`config.mk`:
```
export PLATFORM = sky130hd
export DESIGN_NAME = button_press_event_classifier
export DESIGN_NICKNAME = d
export VERILOG_FILES = /design/src/rtl/bpec_pkg.sv /design/src/rtl/button_press_event_classifier.sv
export SDC_FILE = /design/constraint.sdc
export NUM_CORES = 1
export LEC_CHECK = 0
export BUFFER_PORTS_ARGS = -buffer_cell sky130_fd_sc_hd__buf_2
export CORE_UTILIZATION = 30
export DETAILED_ROUTE_END_ITERATION = 12
export PLACE_DENSITY = 0.52
export SYNTH_ARGS = -nofsm -noshare
export SYNTH_HDL_FRONTEND = slang
export SYNTH_SLANG_ARGS = --single-unit
```
`constraint.sdc`:
```
create_clock -name clk -period 6 [get_ports clk]
set_input_delay 1.2 -clock clk [delete_from_list [all_inputs] [get_ports clk]]
set_output_delay 1.2 -clock clk [all_outputs]
set_load 0.03 [all_outputs]
```
`src/rtl/bpec_pkg.sv`:
```
package bpec_pkg;

  localparam int COUNT_WIDTH_DEF = 13;
  localparam int CFG_DATA_W      = 12;
  localparam int CFG_INDEX_W     = 2;

  localparam logic [7:0]  DEBOUNCE_RST = 8'd2;
  localparam logic [11:0] LONG_RST     = 12'd20;
  localparam logic [7:0]  REPEAT_RST   = 8'd6;
  localparam logic [7:0]  WINDOW_RST   = 8'd6;

  localparam logic [CFG_INDEX_W-1:0] REG_DEBOUNCE = 2'd0;
  localparam logic [CFG_INDEX_W-1:0] REG_LONG     = 2'd1;
  localparam logic [CFG_INDEX_W-1:0] REG_REPEAT   = 2'd2;
  localparam logic [CFG_INDEX_W-1:0] REG_WINDOW   = 2'd3;

  localparam logic [1:0] PH_IDLE  = 2'd0;
  localparam logic [1:0] PH_DOWN  = 2'd1;
  localparam logic [1:0] PH_PRESS = 2'd2;

  localparam logic [2:0] EV_NONE   = 3'd0;
  localparam logic [2:0] EV_DOWN   = 3'd1;
  localparam logic [2:0] EV_START  = 3'd2;
  localparam logic [2:0] EV_REPEAT = 3'd3;
  localparam logic [2:0] EV_SHORT  = 3'd4;
  localparam logic [2:0] EV_LONG   = 3'd5;

  typedef struct packed {
    logic [2:0] event_code;
    logic       single_click;
    logic       double_click;
    logic       hold_active;
  } result_t;

endpackage

```
`src/rtl/button_press_event_classifier.sv`:
```
// Button event classifier: takes one sampled button level per beat and returns one result
// beat per input beat (event code, click pulses, hold flag), registered once the input is
// accepted. All state updates are a single pass of counters and compares, so one beat is
// accepted every cycle while in_stall is low. The output side has a result register plus a
// one-entry skid register; in_stall rises the cycle after a beat is taken while the result
// register is held by out_stall, and falls once the skid entry has moved up. Configuration
// writes take effect at the next clock edge.
module button_press_event_classifier #(
  parameter int COUNT_WIDTH = bpec_pkg::COUNT_WIDTH_DEF
) (
  input  logic                             clk,
  input  logic                             rst,
  input  logic                             cfg_we,
  input  logic [bpec_pkg::CFG_INDEX_W-1:0] cfg_index,
  input  logic [bpec_pkg::CFG_DATA_W-1:0]  cfg_data,
  input  logic                             in_valid,
  output logic                             in_stall,
  input  logic                             button_level,
  output logic                             out_valid,
  input  logic                             out_stall,
  output logic [2:0]                       event_code,
  output logic                             single_click,
  output logic                             double_click,
  output logic                             hold_active
);

  logic [7:0]  debounce_ticks;
  logic [11:0] long_ticks;
  logic [7:0]  repeat_ticks;
  logic [7:0]  double_window;

  logic                   previous_level;
  logic [COUNT_WIDTH-1:0] hold_count, hold_count_next;
  logic [1:0]             press_phase, press_phase_next;
  logic [7:0]             repeat_phase, repeat_phase_next;
  logic [7:0]             double_count, double_count_next;
  logic                   hold_flag, hold_flag_next;

  logic [COUNT_WIDTH-1:0] deb_ext, long_ext;
  logic [7:0]             rep_inc;
  logic [2:0]             ev;
  logic                   single_next, double_next;

  bpec_pkg::result_t res_next, out_res, skid_res;
  logic              skid_valid;
  logic              accept_in, out_take;

  assign deb_ext  = COUNT_WIDTH'(debounce_ticks);
  assign long_ext = COUNT_WIDTH'(long_ticks);
  assign rep_inc  = repeat_phase + 8'd1;

  assign in_stall  = skid_valid;
  assign accept_in = in_valid && !skid_valid;
  assign out_take  = out_valid && !out_stall;

  always_comb begin
    hold_count_next   = hold_count;
    press_phase_next  = press_phase;
    repeat_phase_next = repeat_phase;
    double_count_next = double_count;
    hold_flag_next    = hold_flag;
    ev                = bpec_pkg::EV_NONE;
    single_next       = 1'b0;
    double_next       = 1'b0;

    if (button_level) begin
      if (!previous_level) begin
        hold_count_next  = '0;
        press_phase_next = bpec_pkg::PH_DOWN;
      end else if (hold_count != '1) begin
        hold_count_next = hold_count + COUNT_WIDTH'(1);
      end
      if (press_phase_next == bpec_pkg::PH_DOWN) begin
        if (hold_count_next == deb_ext) begin
          ev = bpec_pkg::EV_DOWN;
        end else if (hold_count_next == long_ext) begin
          press_phase_next  = bpec_pkg::PH_PRESS;
          repeat_phase_next = 8'd0;
          ev                = bpec_pkg::EV_START;
        end
      end else if (press_phase_next == bpec_pkg::PH_PRESS) begin
        repeat_phase_next = rep_inc;
        if (rep_inc == repeat_ticks) begin
          repeat_phase_next = 8'd0;
          ev                = bpec_pkg::EV_REPEAT;
        end
      end
    end else begin
      hold_flag_next = 1'b0;
      if (hold_count > long_ext) begin
        ev = bpec_pkg::EV_LONG;
      end else if (hold_count > deb_ext) begin
        ev = bpec_pkg::EV_SHORT;
      end
      if (double_count != 8'd0) begin
        double_count_next = double_count - 8'd1;
      end
      hold_count_next  = '0;
      press_phase_next = bpec_pkg::PH_IDLE;
    end

    if (!hold_flag_next) begin
      if (ev == bpec_pkg::EV_DOWN) begin
        if (double_count_next != 8'd0) begin
          double_count_next = 8'd0;
          double_next       = 1'b1;
        end else begin
          single_next = 1'b1;
        end
      end else if (ev == bpec_pkg::EV_SHORT) begin
        double_count_next = double_window;
      end else if (ev == bpec_pkg::EV_START) begin
        hold_flag_next = 1'b1;
      end
    end

    res_next.event_code   = ev;
    res_next.single_click = single_next;
    res_next.double_click = double_next;
    res_next.hold_active  = hold_flag_next;
  end

  always_ff @(posedge clk) begin
    if (rst) begin
      debounce_ticks <= bpec_pkg::DEBOUNCE_RST;
      long_ticks     <= bpec_pkg::LONG_RST;
      repeat_ticks   <= bpec_pkg::REPEAT_RST;
      double_window  <= bpec_pkg::WINDOW_RST;
    end else if (cfg_we) begin
      unique case (cfg_index)
        bpec_pkg::REG_DEBOUNCE: debounce_ticks <= cfg_data[7:0];
        bpec_pkg::REG_LONG:     long_ticks     <= cfg_data[11:0];
        bpec_pkg::REG_REPEAT:   repeat_ticks   <= cfg_data[7:0];
        bpec_pkg::REG_WINDOW:   double_window  <= cfg_data[7:0];
        default: ;
      endcase
    end
  end

  always_ff @(posedge clk) begin
    if (rst) begin
      previous_level <= 1'b0;
      hold_count     <= '0;
      press_phase    <= bpec_pkg::PH_IDLE;
      repeat_phase   <= 8'd0;
      double_count   <= 8'd0;
      hold_flag      <= 1'b0;
    end else if (accept_in) begin
      previous_level <= button_level;
      hold_count     <= hold_count_next;
      press_phase    <= press_phase_next;
      repeat_phase   <= repeat_phase_next;
      double_count   <= double_count_next;
      hold_flag      <= hold_flag_next;
    end
  end

  always_ff @(posedge clk) begin
    if (rst) begin
      out_valid  <= 1'b0;
      skid_valid <= 1'b0;
    end else if (out_take || !out_valid) begin
      if (skid_valid) begin
        out_valid  <= 1'b1;
        skid_valid <= 1'b0;
      end else begin
        out_valid <= accept_in;
      end
    end else if (accept_in) begin
      skid_valid <= 1'b1;
    end
  end

  always_ff @(posedge clk) begin
    if (out_take || !out_valid) begin
      if (skid_valid) begin
        out_res <= skid_res;
      end else if (accept_in) begin
        out_res <= res_next;
      end
    end else if (accept_in) begin
      skid_res <= res_next;
    end
  end

  assign event_code   = out_res.event_code;
  assign single_click = out_res.single_click;
  assign double_click = out_res.double_click;
  assign hold_active  = out_res.hold_active;

endmodule

```
# == After elaboration in Yosys (flattened, before gate mapping) ==
# Index checks and enable logic that the tools add are counted.
# op_classes
addsub,3
magnitude_cmp,2
n_eq_ne,14
mux,43
bitwise_logic,1
reduce_logical,19
# op_table
op,count
two-way mux 8 bit,11
two-way mux 13 bit,4
two-way mux 2 bit,10
nonzero test 8 bit,2
adder 13 x 1 -> 13 bit (second input constant),1
== test 13 x 12 -> 1 bit,1
== test 13 x 8 -> 1 bit,1
> comparator 13 x 12 -> 1 bit,1
> comparator 13 x 8 -> 1 bit,1
inequality test 13 bit (second input constant),1
two-way mux 1 bit,12
two-way mux 3 bit,4
two-way mux 6 bit,2
AND reduction 2 bit,6
adder 8 x 1 -> 8 bit (second input constant),1
== test 8 bit,1
subtractor 8 x 1 -> 8 bit (second input constant),1
== test 2 bit (second input constant),3
AND reduction 5 bit,1
== test 2 x 1 -> 1 bit (second input constant),2
nonzero test 2 bit,2
== test 3 x 1 -> 1 bit (second input constant),1
== test 3 x 2 -> 1 bit (second input constant),1
== test 3 bit (second input constant),1
other kinds (8),11
# totals
ff_bits,83
in_bits,20
out_inout_bits,8
elab_cells,102

# == Depth between registers and ports, before layout ==
# depth
word_depth,16
ltp_mapped,12
ltp_nobuf,10

# == Least setup slack after synthesis ==
# No wires, ideal clock.
# synth_timing
path_type,input-to-reg
from,in button_level
to,reg out_res (netlist bit double_click) (data pin)
setup_ps,262
arrival_ps,3148
required_time_ps,5738
setup_slack_ps,2590
stages,9
cell_sequence,clkbuf_1 or3_1 nor4_1 xnor2_1 nor2_1 or2_2 a2111oi_4 nor4_4 mux2_1
# synth_via
elab_chain_cells,7
word_cells_on_any_way,10
cone_classes,eq/ne (1); mux (8); reduce/logical (1)
# synth_rtl
item,line_no,source
"start, declared",button_press_event_classifier.sv:18,"input logic button_level,"
two-way mux 8 bit,button_press_event_classifier.sv:66,if (button_level) begin
nonzero test 8 bit,button_press_event_classifier.sv:104,if (double_count_next != 8'd0) begin
two-way mux 1 bit,button_press_event_classifier.sv:104,
two-way mux 1 bit,button_press_event_classifier.sv:103,if (ev == bpec_pkg::EV_DOWN) begin
two-way mux 1 bit (*),button_press_event_classifier.sv:102,if (!hold_flag_next) begin
net double_next,button_press_event_classifier.sv:42,"logic single_next, double_next;"
two-way mux 6 bit (*),button_press_event_classifier.sv:178,end else if (accept_in) begin
two-way mux 6 bit (*),button_press_event_classifier.sv:176,if (skid_valid) begin
"end signal, assigned",button_press_event_classifier.sv:177,out_res <= skid_res;
"end signal, assigned",button_press_event_classifier.sv:179,out_res <= res_next;
"end, declared",button_press_event_classifier.sv:44,"bpec_pkg::result_t res_next, out_res, skid_res;"
# Mark *: on every way through the listed nets, which the timed path passes. The rest lies on a longest branch. The select of a mux whose other input is x is not followed.
# A chain may end at the register's enable or synchronous reset.

# == Worst setup path after layout ==
# layout_timing
from,reg hold_count[1]
to,reg double_count[5]
# layout_via
elab_chain_cells,13
word_cells_on_any_way,20
cone_classes,add/sub (1); order compare (2); eq/ne (5); mux (12)
# layout_rtl
item,line_no,source
"start, declared",button_press_event_classifier.sv:33,"logic [COUNT_WIDTH-1:0] hold_count, hold_count_next;"
"start signal, assigned",button_press_event_classifier.sv:150,hold_count <= hold_count_next;
adder 13 x 1 -> 13 bit or inequality test 13 bit (tied branches),"button_press_event_classifier.sv:71, button_press_event_classifier.sv:70",
two-way mux 13 bit,button_press_event_classifier.sv:70,end else if (hold_count != '1) begin
two-way mux 13 bit,button_press_event_classifier.sv:67,if (!previous_level) begin
two-way mux 13 bit,button_press_event_classifier.sv:66,
== test 13 x 12 -> 1 bit,button_press_event_classifier.sv:76,end else if (hold_count_next == long_ext) begin
two-way mux 2 bit,button_press_event_classifier.sv:76,
two-way mux 2 bit,button_press_event_classifier.sv:74,if (hold_count_next == deb_ext) begin
two-way mux 3 bit,button_press_event_classifier.sv:73,if (press_phase_next == bpec_pkg::PH_DOWN) begin
two-way mux 3 bit (*),button_press_event_classifier.sv:66,
== test 3 bit,button_press_event_classifier.sv:110,end else if (ev == bpec_pkg::EV_SHORT) begin
two-way mux 8 bit,button_press_event_classifier.sv:110,
two-way mux 8 bit (*),button_press_event_classifier.sv:103,
two-way mux 8 bit (*),button_press_event_classifier.sv:102,
"end signal, assigned",button_press_event_classifier.sv:153,double_count <= double_count_next;
"end, declared",button_press_event_classifier.sv:36,"logic [7:0] double_count, double_count_next;"
# Every way passes the cells marked *; elsewhere a longest branch is shown, timed or not. The select of a mux whose other input is x is not followed.

==> metrics.txt <==
Fmax 249 MHz; Final period util 67.0%; IO Pins 28; clk sinks 83; Main synth FF type dfxtp_1; Core Region 0.0190 mm²; GRT overflow 0; Cell Area, Synth 0.00586 mm²; Setup TNS 0 ns; hold crit path type reg2reg; Port-buffer cells 27; maximum root-to-sink buffer count 2; WP depth 9; Hold Startpoint long_ticks[11]; switching share of power 30.7%; Worst-Skew Late Latency 0.36 ns; remaining antenna violation count 0; Vias 5,665; wire length per cell 17.8 µm; YS warnings 0; post-CTS resize count 0; vias in the first global route 5,198; first-pass GRT wire length 29,100 µm; Die ar. 0.0201 mm²; Pint 1040 µW; arrival time of the worst setup path 4.26 ns; CP endpoint kind flop; CP cell instances ha_1 > nand2_1 > nor4_4 > o32ai_1 > a211oi_1 > nand4_1 > or4_1 > nor4_2 > nor3_1; Worst IR Drop VDD 0.000139 V; Root Driver clkbuf_16; PwrDens 230 mW/mm²; H-tree depth 3; fin crit period 4.02 ns; max_cap viols 0; CP delay by family, top simple AND/OR/NAND/NOR gates; number of vias per cell 5.49; outcome finished, final reports clean; Num CTS Buffers 9; DRC 0; Static Leakage 0.00239 µW; Initial Utilization 30.9%; pin count of the biggest net entering global routing 59; Crit Path Max Fanout 12; area leader, netlist dfxtp_1; Synth top area share 24.3%; worst r2r src hold_count[1]; antenna violations before repair 0; clk slew on worst S/H paths 0.07 ns; GRT Overall Usage 18.8%; Post-synth EDFFs 12; sequential share of the synthesized area 30.4%; Net count, final 812; max-slew violation count 0; RD Place Congestion 0.947; Die W 142 µm; postcts setup bufs 0; initial DRC count 479; DRT Pass-1 Iters 5; multi-input logic area 0.00374 mm²; R2R cell count 9; cell count after synthesis 768; hold buffers post-CTS 0; crit path launch hold_count[1]; RSZ-0062 raised after global routing no; TritonCTS clock tree done; slew margin rel. 47.1%; Layout Cells excl Fill 1,031; #FFs+latches synth 83; setup violators final 0; pre-CTS WS 2.04 ns; Tightest Pin Transition 0.788 ns; Buf+Inv Stages, Crit Path 0; Logic pwr share 18.6%; Post-DP HPWL 13,700 µm; Post-Syn Nets 814; CP max stage cell nor4_4; layout cells sized above 1 10.6%; Clock Skews 0.0124 ns; Reg area 0.00178 mm²; Net Switching 458 µW; syn_area_per_cell 7.63 µm²; row count 50; drt total wl 18,300 µm; WP data required 6.24 ns; final hold vios 0; # diodes 0; Placed Cells 1,015; Crit Path Class reg2reg; Netlist cell types 76; ranking of synthesized cells by area dfxtp_1 (24%), nand2_1 (7.0%), edfxtp_1 (6.1%), a21oi_1 (6.1%), ha_1 (5.6%); Hold Path Depth 2; Flop pwr share 41.6%; CP startpoint kind flop; DIE HEIGHT 142 µm; Crit path largest cell delay 0.79 ns; Layout area overhead 10.8%; Post-synth ARST share 0%; PnR worst setup slack 1.98 ns; clock power share 39.8%; Fillers 2,066
worst reg2reg max path: stages (launching register included):
cell	delay, ns
dfxtp_1	0.46
ha_1	0.31
nand2_1	0.29
nor4_4	0.79
o32ai_1	0.28
a211oi_1	0.32
nand4_1	0.24
or4_1	0.72
nor4_2	0.40
nor3_1	0.11
final timing paths:
check / endpoint / slack, ns
setup / recovery: double_count[5] / 1.98
hold / removal: long_ticks[11] / 0.46
setup reg to reg: double_count[5] / 1.98
hold reg to reg: long_ticks[11] / 0.46
cells in the final DEF (no fill, tap or decap), types with 8 or more instances in the layout:
master     netlist  layout
o21ai_0         38      38
o211ai_1         8       8
nor4_1          14      14
nand4_1         11      11
buf_2            9      27
ha_1            26      26
a21oi_1         71      71
a31oi_1         12      12
nor3_1          25      25
inv_1           36      36
dfxtp_1         71      71
xnor2_1         18      18
nand2_1        110     110
edfxtp_1        12      12
a21o_1           9       9
and3_1          11      11
nor2b_1          9       9
nor2_1          67      67
nand2b_1         9       9
o31ai_1          8       8
clkbuf_16        0       9
or4_1            9       9
nand3_1         28      28
cell usage after synthesis, types with 4 or more instances:
| cell | instances |
|---|---|
| nor2b_1 | 9 |
| edfxtp_1 | 12 |
| dfxtp_1 | 71 |
| or2_2 | 5 |
| inv_1 | 36 |
| buf_1 | 4 |
| and2_1 | 6 |
| or4_1 | 9 |
| nand2_1 | 110 |
| nand3_1 | 28 |
| nor3_1 | 25 |
| xor2_1 | 4 |
| mux2_2 | 7 |
| nor2_1 | 67 |
| a21oi_1 | 71 |
| o21ai_0 | 38 |
| ha_1 | 26 |
| clkbuf_1 | 31 |
| a21o_1 | 9 |
| nor4_1 | 14 |
| a211oi_1 | 7 |
| o41ai_1 | 6 |
| a31oi_1 | 12 |
| o211ai_1 | 8 |
| nand4_1 | 11 |
| buf_2 | 9 |
| xnor2_1 | 18 |
| mux2i_1 | 6 |
| nand2b_1 | 9 |
| and3_1 | 11 |
| or3_1 | 5 |
| o31ai_1 | 8 |
| a22o_1 | 6 |
area by class of cell:
cell class	instances	share of cell area (%)
tap	260	5.01
clock buffer	9	3.47
multi-input combinational	602	57.6
sequential	83	27.4
timing repair buffer	34	2.89
inverter	36	2.08
clock inverter	7	1.46
power groups by stage:
| stage | Combinational [µW] | Clock, µW | Sequential, µW |
|---|---|---|---|
| after floorplan | 210 | 0 | 627 |
| after global placement | 280 | 0 | 635 |
| after detailed placement | 276 | 0 | 634 |
| after CTS | 278 | 609 | 621 |
| after global routing | 306 | 635 | 625 |
| final | 278 | 595 | 622 |
cell families (layout without fill, tap and decap cells):
kind of cell | Yosys count | after routing | share of synthesized area (%)
xor+xnor | 22 | 22 | 3.29
flops | 83 | 83 | 30.4
compound gates | 203 | 203 | 22.5
mux | 15 | 15 | 2.82
buf+inv | 83 | 86 | 5.76
simple gates | 336 | 336 | 29.7
fa+ha+maj | 26 | 26 | 5.55
metrics by stage:
stage,area (µm²),power (µW),hold WS [ns],utilization [%]
global placement,6170,915,0.447,32.6
finish,6490,1490,0.456,34.2
detailed placement,6170,910,0.450,32.6
CTS,6490,1510,0.460,34.2
global route,6490,1570,0.485,34.2
floorplan,5860,837,0.433,-
state kept, by name, indices dropped and copies added, names as in the netlist:
signal	flops
double_window	8
double_count	8
in_stall	1
out_valid	1
long_ticks	12
double_click	1
press_phase	2
repeat_ticks	8
event_code	3
debounce_ticks	8
hold_active	1
single_click	1
hold_flag	1
skid_res	6
previous_level	1
hold_count	13
repeat_phase	8
layer usage:
| layer | part of all wire, % | track usage, % | vias up |
|---|---|---|---|
| li1 | - | - | 2789 |
| met1 | 49 | 27.0 | 2636 |
| met2 | 42 | 27.6 | 210 |
| met3 | 6.2 | 3.61 | 30 |
| met4 | 2.6 | 7.13 | 0 |
| met5 | 0 | 0 | - |
(Power assumes the default switching activity.)
